`src/design/least_loaded_server_picker_unit_assert.svh`:
```
// Assertion macros shared by the least loaded server picker.
// Each macro expands to one labeled concurrent assertion; no other dependencies.
`ifndef LEAST_LOADED_SERVER_PICKER_UNIT_ASSERT_SVH
`define LEAST_LOADED_SERVER_PICKER_UNIT_ASSERT_SVH

// Same-cycle implication, checked out of reset.
`define LLSP_ASSERT_NOW(label, clk, rst_n, ante, cons, msg) \
    label: assert property (@(posedge clk) disable iff (!rst_n) (ante) |-> (cons)) \
        else $error(msg);

// Next-cycle implication, checked out of reset.
`define LLSP_ASSERT_NEXT(label, clk, rst_n, ante, cons, msg) \
    label: assert property (@(posedge clk) disable iff (!rst_n) (ante) |=> (cons)) \
        else $error(msg);

`endif

```
`src/design/llsp_pkg.sv`:
```
// Shared types and constants of the least loaded server picker.
// Used by the load cell and by the top level; no dependencies.
package llsp_pkg;

    localparam int DEF_MAX_SERVERS  = 16;
    localparam int MAX_SERVERS_HIGH = 64;
    localparam int LOAD_W           = 32;
    localparam int JOB_W            = 16;
    localparam int ID_W             = 5;
    localparam int CFG_W            = 5;
    localparam int TOK_IDX_W        = $clog2(MAX_SERVERS_HIGH);
    localparam int CNT_W            = $clog2(MAX_SERVERS_HIGH + 1);

    // Running minimum that travels down the row of cells during a scan.
    typedef struct packed {
        logic                 active;
        logic                 best_valid;
        logic [LOAD_W-1:0]    best_load;
        logic [TOK_IDX_W-1:0] best_idx;
        logic                 sec_valid;
        logic [LOAD_W-1:0]    sec_load;
        logic [TOK_IDX_W-1:0] sec_idx;
    } scan_tok_t;

    // Broadcast command from the sequencer to every cell.
    typedef struct packed {
        logic                 clear;
        logic                 wr_en;
        logic [TOK_IDX_W-1:0] wr_idx;
        logic [LOAD_W-1:0]    wr_data;
    } cell_cmd_t;

endpackage

```
`src/design/llsp_cell.sv`:
```
// One server slot of the picker: holds that server's load and folds it into
// the passing scan word. Depends on llsp_pkg.
module llsp_cell
    import llsp_pkg::*;
#(
    parameter int CELL_ID = 0
)
(
    input  logic             clk,
    input  logic             rst_n,
    input  cell_cmd_t        cmd,
    input  logic [CNT_W-1:0] n_used,
    input  scan_tok_t        tok_in,
    output scan_tok_t        tok_out
);

    logic [LOAD_W-1:0] load_reg;
    logic [LOAD_W-1:0] load_next;
    scan_tok_t         tok_reg;
    scan_tok_t         tok_next;

    always_comb
    begin
        load_next = load_reg;
        if (cmd.clear)
        begin
            load_next = '0;
        end
        else if (cmd.wr_en && (cmd.wr_idx == TOK_IDX_W'(CELL_ID)))
        begin
            load_next = cmd.wr_data;
        end
    end

    // Best and second best are kept; cells visit in id order, so strict
    // compares keep the lowest id on ties.
    always_comb
    begin
        tok_next = tok_in;
        if (tok_in.active && (CNT_W'(CELL_ID) < n_used))
        begin
            if (!tok_in.best_valid)
            begin
                tok_next.best_valid = 1'b1;
                tok_next.best_load  = load_reg;
                tok_next.best_idx   = TOK_IDX_W'(CELL_ID);
            end
            else if (load_reg < tok_in.best_load)
            begin
                tok_next.sec_valid  = 1'b1;
                tok_next.sec_load   = tok_in.best_load;
                tok_next.sec_idx    = tok_in.best_idx;
                tok_next.best_load  = load_reg;
                tok_next.best_idx   = TOK_IDX_W'(CELL_ID);
            end
            else if (!tok_in.sec_valid || (load_reg < tok_in.sec_load))
            begin
                tok_next.sec_valid  = 1'b1;
                tok_next.sec_load   = load_reg;
                tok_next.sec_idx    = TOK_IDX_W'(CELL_ID);
            end
        end
    end

    always_ff @(posedge clk or negedge rst_n)
    begin
        if (!rst_n)
        begin
            load_reg <= '0;
            tok_reg  <= '0;
        end
        else
        begin
            load_reg <= load_next;
            tok_reg  <= tok_next;
        end
    end

    assign tok_out = tok_reg;

endmodule

```
`src/design/least_loaded_server_picker_unit.sv`:
```
// Least loaded server picker: a row of MAX_SERVERS load cells and a sequencer.
// With the result side ready, a job that opens a server while more remain closed goes
// from accept through decide to result; otherwise a scan of the row comes before the result.
// A new job word is taken only in the idle state, after the result of the last one is presented.
// Reset clears all loads and the open count and sets num_servers to 1.
module least_loaded_server_picker_unit
    import llsp_pkg::*;
#(
    parameter int MAX_SERVERS = DEF_MAX_SERVERS
)
(
    input  logic             clk,
    input  logic             rst_n,
    // Job words.
    input  logic             s_tvalid,
    output logic             s_tready,
    input  logic [15:0]      s_tdata,    // [15:0] job_time
    input  logic             s_tuser,    // [0] first_of_case
    // Result words.
    output logic             m_tvalid,
    input  logic             m_tready,
    output logic [15:0]      m_tdata,    // [4:0] assigned_server, [9:5] next_server
    // Configuration write.
    input  logic             cfg_valid,
    output logic             cfg_ready,
    input  logic [CFG_W-1:0] cfg_data    // [4:0] num_servers
);

`include "least_loaded_server_picker_unit_assert.svh"

    localparam int CW = $clog2(MAX_SERVERS + 1);
    localparam int NW = (CW > CFG_W) ? CW : CFG_W;

    typedef enum logic [3:0] {
        ST_IDLE   = 4'b0001,
        ST_DECIDE = 4'b0010,
        ST_SCAN   = 4'b0100,
        ST_RESULT = 4'b1000
    } state_t;

    state_t            state_reg, state_next;
    logic [CFG_W-1:0]  cfg_reg, cfg_next;
    logic [JOB_W-1:0]  job_reg, job_next;
    logic [CW-1:0]     n_reg, n_next;
    logic [CW-1:0]     opened_reg, opened_next;
    logic [CW-1:0]     id_reg, id_next;
    logic [CW-1:0]     nxt_reg, nxt_next;
    logic              pick_reg, pick_next;
    logic              inject_reg, inject_next;
    logic              m_tvalid_reg, m_tvalid_next;
    logic [15:0]       m_tdata_reg, m_tdata_next;

    logic              s_accept;
    logic [NW-1:0]     cfg_wide;
    logic [CW-1:0]     n_eff;
    logic [CW:0]       opened_inc;
    logic [CW:0]       opened_inc2;
    logic [CW-1:0]     k_id;
    logic [CW-1:0]     sec_id;
    logic [LOAD_W:0]   sum_wide;
    logic [LOAD_W-1:0] sum_sat;
    cell_cmd_t         cmd;
    scan_tok_t         tok [MAX_SERVERS+1];
    scan_tok_t         tail;

    assign s_accept  = s_tvalid && s_tready;
    assign s_tready  = (state_reg == ST_IDLE);
    assign cfg_ready = 1'b1;
    assign m_tvalid  = m_tvalid_reg;
    assign m_tdata   = m_tdata_reg;

    // Server count out of range is clamped to 1..MAX_SERVERS.
    always_comb
    begin
        cfg_wide = NW'(cfg_reg);
        if (cfg_wide == '0)
        begin
            n_eff = CW'(1);
        end
        else if (cfg_wide > NW'(MAX_SERVERS))
        begin
            n_eff = CW'(MAX_SERVERS);
        end
        else
        begin
            n_eff = CW'(cfg_wide);
        end
    end

    // The row of cells; the scan word enters at cell 0.
    always_comb
    begin
        tok[0]        = '0;
        tok[0].active = inject_reg;
    end

    for (genvar g = 0; g < MAX_SERVERS; g++)
    begin : g_cell
        llsp_cell #(
            .CELL_ID (g)
        ) u_cell (
            .clk     (clk),
            .rst_n   (rst_n),
            .cmd     (cmd),
            .n_used  (CNT_W'(n_reg)),
            .tok_in  (tok[g]),
            .tok_out (tok[g+1])
        );
    end

    assign tail        = tok[MAX_SERVERS];
    assign opened_inc  = {1'b0, opened_reg} + (CW+1)'(1);
    assign opened_inc2 = {1'b0, opened_reg} + (CW+1)'(2);
    assign k_id        = CW'(tail.best_idx) + CW'(1);
    assign sec_id      = CW'(tail.sec_idx) + CW'(1);
    assign sum_wide    = {1'b0, tail.best_load} + (LOAD_W+1)'(job_reg);
    assign sum_sat     = sum_wide[LOAD_W] ? '1 : sum_wide[LOAD_W-1:0];

    always_comb
    begin
        cmd         = '0;
        cmd.clear   = s_accept && s_tuser;
        state_next  = state_reg;
        cfg_next    = cfg_reg;
        job_next    = job_reg;
        n_next      = n_reg;
        opened_next = opened_reg;
        id_next     = id_reg;
        nxt_next    = nxt_reg;
        pick_next   = pick_reg;
        inject_next = 1'b0;
        m_tvalid_next = m_tvalid_reg;
        m_tdata_next  = m_tdata_reg;

        if (cfg_valid && cfg_ready)
        begin
            cfg_next = cfg_data;
        end

        if (m_tvalid_reg && m_tready)
        begin
            m_tvalid_next = 1'b0;
        end

        case (state_reg)
            ST_IDLE:
            begin
                if (s_accept)
                begin
                    job_next   = s_tdata[JOB_W-1:0];
                    n_next     = n_eff;
                    state_next = ST_DECIDE;
                    if (s_tuser)
                    begin
                        opened_next = '0;
                    end
                end
            end
            ST_DECIDE:
            begin
                if (opened_reg < n_reg)
                begin
                    // Open the next server with this job's time as its load.
                    cmd.wr_en   = 1'b1;
                    cmd.wr_idx  = TOK_IDX_W'(opened_reg);
                    cmd.wr_data = LOAD_W'(job_reg);
                    opened_next = opened_inc[CW-1:0];
                    id_next     = opened_inc[CW-1:0];
                    if (opened_inc < {1'b0, n_reg})
                    begin
                        nxt_next   = opened_inc2[CW-1:0];
                        state_next = ST_RESULT;
                    end
                    else
                    begin
                        pick_next   = 1'b0;
                        inject_next = 1'b1;
                        state_next  = ST_SCAN;
                    end
                end
                else
                begin
                    pick_next   = 1'b1;
                    inject_next = 1'b1;
                    state_next  = ST_SCAN;
                end
            end
            ST_SCAN:
            begin
                if (tail.active)
                begin
                    state_next = ST_RESULT;
                    if (pick_reg)
                    begin
                        cmd.wr_en   = 1'b1;
                        cmd.wr_idx  = tail.best_idx;
                        cmd.wr_data = sum_sat;
                        id_next     = k_id;
                        // Only the picked load changed: the next pick is it or
                        // the runner-up, lowest id on a tie.
                        if (!tail.sec_valid || (sum_sat < tail.sec_load))
                        begin
                            nxt_next = k_id;
                        end
                        else if (sum_sat == tail.sec_load)
                        begin
                            nxt_next = (tail.best_idx < tail.sec_idx) ? k_id : sec_id;
                        end
                        else
                        begin
                            nxt_next = sec_id;
                        end
                    end
                    else
                    begin
                        nxt_next = k_id;
                    end
                end
            end
            ST_RESULT:
            begin
                if (!m_tvalid_reg || m_tready)
                begin
                    m_tvalid_next = 1'b1;
                    m_tdata_next  = {6'b0, ID_W'(nxt_reg), ID_W'(id_reg)};
                    state_next    = ST_IDLE;
                end
            end
            default:
            begin
                state_next = ST_IDLE;
            end
        endcase
    end

    always_ff @(posedge clk or negedge rst_n)
    begin
        if (!rst_n)
        begin
            state_reg    <= ST_IDLE;
            cfg_reg      <= CFG_W'(1);
            opened_reg   <= '0;
            pick_reg     <= 1'b0;
            inject_reg   <= 1'b0;
            m_tvalid_reg <= 1'b0;
        end
        else
        begin
            state_reg    <= state_next;
            cfg_reg      <= cfg_next;
            opened_reg   <= opened_next;
            pick_reg     <= pick_next;
            inject_reg   <= inject_next;
            m_tvalid_reg <= m_tvalid_next;
        end
    end

    always_ff @(posedge clk)
    begin
        job_reg     <= job_next;
        n_reg       <= n_next;
        id_reg      <= id_next;
        nxt_reg     <= nxt_next;
        m_tdata_reg <= m_tdata_next;
    end

    `LLSP_ASSERT_NOW(a_open_bound, clk, rst_n, 1'b1, opened_reg <= CW'(MAX_SERVERS), "open count past server limit")
    `LLSP_ASSERT_NOW(a_tail_in_scan, clk, rst_n, tail.active, state_reg == ST_SCAN, "scan word left the row outside a scan")
    `LLSP_ASSERT_NOW(a_tail_has_min, clk, rst_n, tail.active, tail.best_valid, "scan finished without a minimum")
    `LLSP_ASSERT_NEXT(a_accept_decide, clk, rst_n, s_accept, state_reg == ST_DECIDE, "accepted job not taken to decision")
    `LLSP_ASSERT_NEXT(a_result_out, clk, rst_n, (state_reg == ST_RESULT) && (!m_tvalid_reg || m_tready), m_tvalid_reg && (state_reg == ST_IDLE), "result not presented")

endmodule
```
`config.mk`:
```
export PLATFORM = sky130hd
export DESIGN_NAME = least_loaded_server_picker_unit
export DESIGN_NICKNAME = d
export VERILOG_FILES = /design/src/design/llsp_pkg.sv /design/src/design/llsp_cell.sv /design/src/design/least_loaded_server_picker_unit.sv
export VERILOG_INCLUDE_DIRS = /design/src /design/src/design
export SDC_FILE = /design/constraint.sdc
export NUM_CORES = 2
export LEC_CHECK = 0
export BUFFER_PORTS_ARGS = -buffer_cell sky130_fd_sc_hd__buf_2
export CELL_PAD_IN_SITES_DETAIL_PLACEMENT = 1
export CELL_PAD_IN_SITES_GLOBAL_PLACEMENT = 1
export CORE_MARGIN = 2
export CORE_UTILIZATION = 51
export DETAILED_ROUTE_END_ITERATION = 16
export PLACE_DENSITY = 0.79
export SYNTH_ARGS = -nofsm -noshare
export SYNTH_HDL_FRONTEND = slang
export SYNTH_SLANG_ARGS = --single-unit
```
`constraint.sdc`:
```
create_clock -name clk -period 6.4 [get_ports clk]
set_clock_uncertainty 0.1 [all_clocks]
set_input_delay 1.28 -clock clk [delete_from_list [all_inputs] [get_ports clk]]
set_output_delay 1.28 -clock clk [all_outputs]
set_load 0.05 [all_outputs]
```
; Word level (Yosys, flattened, before mapping)
; Cells that the tools add are included.
[word_totals]
reg_bits = 1833
inputBits = 27
output_inout_bits = 19
wordCells = 478
[op_classes]
add_sub_neg = 5
n_lt_le_gt_ge = 51
n_eq_ne = 28
n_mux = 158
n_reduce_logical = 97
[ops]
columns = operator, count
row1 = $mux 39, 48
row2 = $mux 78, 15
row3 = $mux 38, 30
row4 = $mux 32, 33
row5 = $lt 32x32->1, 31
row6 = $pmux 39 s2, 1
row7 = $mux 77, 1
row8 = $mux 5, 13
row9 = $eq 6x4->1 const B, 8
row10 = $lt 4x5->1 const A, 8
row11 = $reduce_bool 2->1, 18
row12 = $logic_and 1x1->1, 35
row13 = $add 32x16->33, 1
row14 = $eq 32x32->1, 1
row15 = $pmux 5 s2, 3
row16 = $eq 6x3->1 const B, 4
row17 = $lt 3x5->1 const A, 4
row18 = $mux 4, 5
row19 = $logic_not 1->1, 17
row20 = $logic_or 1x1->1, 17
row21 = $pmux 4 s4, 1
row22 = $eq 6x2->1 const B, 2
row23 = $reduce_and 4->1, 3
row24 = $add 5x1->5 const B, 2
row25 = other kinds (21), 38

; Logic depth before layout (Yosys ltp)
[depth]
ltp_word = 9
depth_mapped = 19
depth_no_buf = 18

; By module
; From an unflattened synthesis, not the netlist that was laid out.
[hier_totals]
hier_cells = 10533
hier_area_um2 = 104064.8
[modules_own_cells]
columns = mod, instances, cells_per_inst, area_per_inst_um2, seq_area_each_um2
row1 = llsp_cell (g_cell[12].u_cell ...), 2, 620, 6108.4, 2777.7
row2 = llsp_cell (g_cell[8].u_cell), 1, 660, 6477.5, 2777.7
row3 = llsp_cell (g_cell[14].u_cell), 1, 621, 6273.5, 2777.7
row4 = llsp_cell (g_cell[0].u_cell), 1, 623, 6243.5, 2777.7
row5 = llsp_cell (g_cell[2].u_cell), 1, 618, 6243.5, 2777.7
row6 = llsp_cell (g_cell[1].u_cell), 1, 620, 6203.4, 2777.7
row7 = llsp_cell (g_cell[6].u_cell), 1, 612, 6167.2, 2777.7
row8 = llsp_cell (g_cell[10].u_cell), 1, 614, 6159.7, 2777.7
row9 = llsp_cell (g_cell[15].u_cell), 1, 614, 6142.1, 2777.7
row10 = llsp_cell (g_cell[13].u_cell), 1, 615, 6133.4, 2777.7
row11 = llsp_cell (g_cell[9].u_cell), 1, 620, 6114.6, 2777.7
row12 = llsp_cell (g_cell[7].u_cell), 1, 618, 6105.9, 2777.7
row13 = llsp_cell (g_cell[11].u_cell), 1, 620, 6063.3, 2777.7
row14 = llsp_cell (g_cell[3].u_cell), 1, 619, 6055.8, 2777.7
row15 = 2 more rows, -, -, -, -

; Worst setup path after synthesis
; Ideal clock, no wire load.
[synth_path]
path_type = register to register
start = reg job_reg[0]
end = reg nxt_reg[0] (data pin)
setup_time_ns = 0.152
arrival_ns = 4.557
required_time_ns = 6.148
setup_slack_ns = 1.591
stages_incl_launch_ff = 20
n_path_buf = 3
period_less_slack_ns = 4.809
cell_sequence = edfxtp_1 > ha_1 > fa_1 > a211oi_1 > o21bai_1 > o211ai_2 > a211o_1 > buf_2 > buf_2 > nand2_1 > mux2_2 > buf_2 > ha_1 > nand2_1 > nor2_1 > a311oi_1 > a31oi_1 > o31ai_1 > mux2_2 > o21ai_0
[synth_between]
elab_chain_cells = 8
word_cells_on_any_way = 10
cone_classes = add/sub (1) / order compare (1) / eq/ne (1) / mux (6) / reduce/logical (1)
[synth_rtl]
columns = item, line
row1 = start: declaration, least_loaded_server_picker_unit.sv:43  ; logic [JOB_W-1:0] job_reg, job_next;
row2 = start signal: assignment, least_loaded_server_picker_unit.sv:260  ; job_reg <= job_next;
row3 = $add 32x16->33 (*), least_loaded_server_picker_unit.sv:116  ; assign sum_wide = {1'b0, tail.best_load} + (LOAD_W+1)'(job_reg);
row4 = $mux 32 (*), least_loaded_server_picker_unit.sv:117  ; assign sum_sat = sum_wide[LOAD_W] ? '1 : sum_wide[LOAD_W-1:0];
row5 = $lt 32x32->1 / $eq 32x32->1 (equally long branches), "least_loaded_server_picker_unit.sv:201, least_loaded_server_picker_unit.sv:205"
row6 = $logic_or 1x1->1 / $mux 5 (equally long branches), "least_loaded_server_picker_unit.sv:201, least_loaded_server_picker_unit.sv:205"
row7 = $mux 5 (*), least_loaded_server_picker_unit.sv:201  ; if (!tail.sec_valid || (sum_sat < tail.sec_load))
row8 = $mux 5 (*), least_loaded_server_picker_unit.sv:193  ; if (pick_reg)
row9 = $mux 5 (*), least_loaded_server_picker_unit.sv:190  ; if (tail.active)
row10 = $pmux 5 s2 (*), least_loaded_server_picker_unit.sv:145  ; case (state_reg)
row11 = named net nxt_next[0], least_loaded_server_picker_unit.sv:47  ; logic [CW-1:0] nxt_reg, nxt_next;
row12 = end signal: assignment, least_loaded_server_picker_unit.sv:263  ; nxt_reg <= nxt_next;
row13 = end: declaration, least_loaded_server_picker_unit.sv:47
; The timed path passes the listed nets; every way through them passes the cells marked *. The select of a mux whose other input is x is not followed.
; A chain may end at the register's enable or synchronous reset.

; Worst setup path in the final report
; Same ends and word-level chain as after synthesis.

==> qor.yml <==
run_status:
  status: "complete, no violations"
setup_path:
  reg2reg_to: "nxt_reg[0]"
  cp_slowest_cell: "a2111oi_0"
  path_cells: "ha_1 -> fa_1 -> a211oi_1 -> o21bai_1 -> o211ai_2 -> a21oi_1 -> buf_4 -> nand3_1 -> nand2_1 -> ha_1 -> a21oi_1 -> nor2_1 -> a2111oi_0 -> o31a_1 -> a21oi_1 -> o31ai_1 -> buf_4 -> mux2_2 -> o21ai_0"
  crit_buf_inv: 2
  crit_end: "nxt_reg[0]"
  critPathArrivalTime_ns: 6.19
  critical_path.max_stage_delay_ns: 0.50
  cp.required_ns: 6.97
  critical_path.top_delay_family: "compound AO/OA/AOI/OAI gates"
  path_common_cell: "a21oi_1"
  r2r_slack_ns: 0.78
  worstSetupPathDepth: 19
  crit_path_start_kind: "register"
  reg2reg_depth: 19
  critical_path.max_fanout: 13
  worstSetupPathType: "reg -> reg"
  crit_start: "job_reg[0]"
  r2r_start: "job_reg[0]"
  cp-end-kind: "register"
final_layout:
  largest_reg_flops: 1136
  final_common_cell: "dfrtp_1"
  layout_common_cells: "1663 x dfrtp_1, 1044 x inv_1, 964 x ha_1"
  syn2layout_area_growth_pct: 10.3
  stdcell_area_sq_mm: 0.101
  final_nets: 10300
  layout.cells.non_filler: 11800
  fillers: 19500
  drive_gt1_share_pct: 8.85
yosys:
  synth_top_family_by_area: "compound AO/OA/AOI/OAI gates"
  synth_area_sq_mm: 0.0913
  synthAdderAreaFrac_pct: 13.2
  synth_compound_area_share_pct: 17.8
  synthXorXnorAreaFrac_pct: 0.182
  synth-simple-area-share_pct: 12.5
  seq_area_frac_synth_pct: 47.0
  synthMuxAreaShare_pct: 2.69
  yosys.area.top_type: "dfrtp_1"
  synthTopCellsByArea: "dfrtp_1 46%, ha_1 13%, o21ai_0 4.5%, inv_1 4.3%, nand2_1 2.9%"
  yosys_warnings: 0
  syn-mean-instance-area_sq_um: 9.73
  synthCells: 9386
  synth_edf_count: 41
  yosys.area.top_type_share_pct: 45.6
  ys_ff_latch: 1706
  async_flop_share_pct: 97.6
  synth_ff_type: "dfrtp_1"
  ys_types: 97
place:
  io_buffers: 38
  dp_hpwl_mm: 233
  dpl_cell_area_sq_mm: 0.0942
  place.gp.congestion: 0.946
  place_inst: 11400
global_route:
  top_usage_layer: "met2"
  grt_pass1_vias: 79900
  track_usage_pct: 35.8
  grt_pass1_wl_mm: 495
  met1_usage_pct: 43.8
  grt_max_degree: 153
  met2_usage_pct: 59.4
  antenna_found_initial: 14
  overflow: 0
  met3_usage_pct: 6.45
detailed_routing:
  wl_mm: 327
  num_vias: 75200
  drc: 0
  routedWlPerCell_um: 27.7
  dr.pass1.iters: 7
  drtIter0Drc: 6198
  routed_via_density: 6.37
  ant_nets: 0
sta:
  holdWs_ns: 0.212
  period_share_pct: 87.8
  maxClockFrequency_mhz: 178
  relSlewSlack_pct: 4.94
  setup_viol: 0
  drv_slew: 0
  post-route-min-period_ns: 5.62
  rsz0062_at_grt: "no"
  tightest_slew_ns: 1.42
  finalHoldViolations: 0
  tns_ns: 0
clock_tree:
  cts_root_buf: "clkbuf_16"
  clkLatencyLatePin_ns: 0.86
  cts_setup_buffers: 0
  cts_tree: "done"
  clkTransAtPathRegs_ns: 0.06
  clkSinkCount: 1706
  hold_buffers: 0
  cts_made_buffers: 185
  htree_levels: 4
  cts_buffer_depth: 3
  post_cts_resize_count: 0
floorplanning:
  ioPinCount: 46
  die_w_um: 427
  rows: 155
  fp.coreArea_sq_mm: 0.178
  die_h_um: 427
  initial_utilization_pct: 51.2
  die_area_sq_mm: 0.182
power_and_ir_drop:
  power.total_mw: 35.3
  leakage_nw: 46.8
  power_density_mw_per_mm2: 350
  peakVddDrop_mv: 0.436
flow_run:
  cap_viol_max_count: 0
min_path:
  hold_path.class: "in -> async"
-- through the flow --
stage,utilization (%),worst slack [ns]
after global placement,52.9,0.861
final,56.5,0.778
after floorplan,-,1.59
after global routing,56.5,0.499
after CTS,56.5,0.783
after detailed placement,52.9,0.810
-- cells by family (layout without fill, tap and decap cells) --
family / Yosys count / count (layout)
AO/OA/AOI/OAI: 2488 / 2488
XOR/XNOR: 19 / 19
adder cells (fa/ha/maj): 965 / 965
buffers and inverters: 1541 / 1586
flip-flops: 1706 / 1706
multiplexers: 225 / 225
other: 2 / 18
AND/OR/NAND/NOR: 2440 / 2440
-- worst min-delay path by stage --
stage | start | end | slack [ns] | depth (start not counted)
finish | rst_n | g_cell[15].u_cell.tok_out[53] | 0.21 | 1
CTS | g_cell[12].u_cell.tok_out[78] | g_cell[13].u_cell.tok_out[78] | 0.27 | 0
global placement | g_cell[4].u_cell.tok_out[78] | g_cell[5].u_cell.tok_out[78] | 0.25 | 0
global route | rst_n | g_cell[15].u_cell.tok_out[53] | 0.25 | 1
floorplan | g_cell[10].u_cell.tok_out[78] | g_cell[11].u_cell.tok_out[78] | 0.24 | 0
detailed placement | g_cell[4].u_cell.tok_out[78] | g_cell[5].u_cell.tok_out[78] | 0.26 | 0
-- layout make-up --
| type | count | area [sq um] | area share (%) |
|---|---|---|---|
| antenna | 11 | 27.5 | 0.0273 |
| clock buffer | 255 | 5340 | 5.30 |
| clock inverter | 87 | 1120 | 1.11 |
| inverter | 1044 | 3920 | 3.89 |
| multi-input combinational | 6144 | 42900 | 42.6 |
| sequential | 1706 | 42900 | 42.6 |
| tap | 2355 | 2950 | 2.93 |
| timing repair buffer | 200 | 1590 | 1.58 |
-- where the power goes --
part           internal (mW)  total, mW  switching, mW
sequential              11.7       12.7          0.968
clock                   6.73       11.4           4.71
combinational           3.23       11.2           7.93
total                   21.7       35.3           13.6
-- cells in the mapped netlist, drive strengths merged (23+ instances only) --
| master | n |
|---|---|
| or2 | 46 |
| and2 | 60 |
| a21oi | 393 |
| inv | 1044 |
| a21o | 108 |
| or3 | 48 |
| o211ai | 46 |
| nand3 | 477 |
| buf | 163 |
| dfrtp | 1663 |
| a211o | 24 |
| nand2 | 719 |
| nand4 | 108 |
| nor2 | 509 |
| nor3 | 261 |
| clkbuf | 334 |
| o211a | 38 |
| a31oi | 99 |
| mux2i | 61 |
| a2111oi | 23 |
| mux2 | 164 |
| and3 | 33 |
| a221oi | 71 |
| ha | 964 |
| o221ai | 44 |
| and4 | 28 |
| a211oi | 75 |
| o21ai | 908 |
| nand2b | 64 |
| a22o | 41 |
| a22oi | 116 |
| edfxtp | 41 |
| nor2b | 40 |
| o21a | 105 |
| o22ai | 85 |
| a221o | 166 |
-- per-layer routing --
metal | share of wire [%] | vias up
met4 | 6.3 | 18
li1 | - | 33100
met1 | 40 | 38500
met2 | 48 | 2623
met3 | 6.1 | 958
met5 | 0.043 | -
-- worst reg2reg max path, stage by stage, from the launching register on --
cell and delay [ns]:
edfxtp_1 0.43, ha_1 0.28, fa_1 0.45, a211oi_1 0.35, o21bai_1 0.19, o211ai_2 0.31
a21oi_1 0.18, buf_4 0.23, nand3_1 0.32, nand2_1 0.17, ha_1 0.32, a21oi_1 0.14
nor2_1 0.06, a2111oi_0 0.50, o31a_1 0.30, a21oi_1 0.10, o31ai_1 0.33, buf_4 0.23
mux2_2 0.34, o21ai_0 0.15
(Power assumes the default switching activity.)
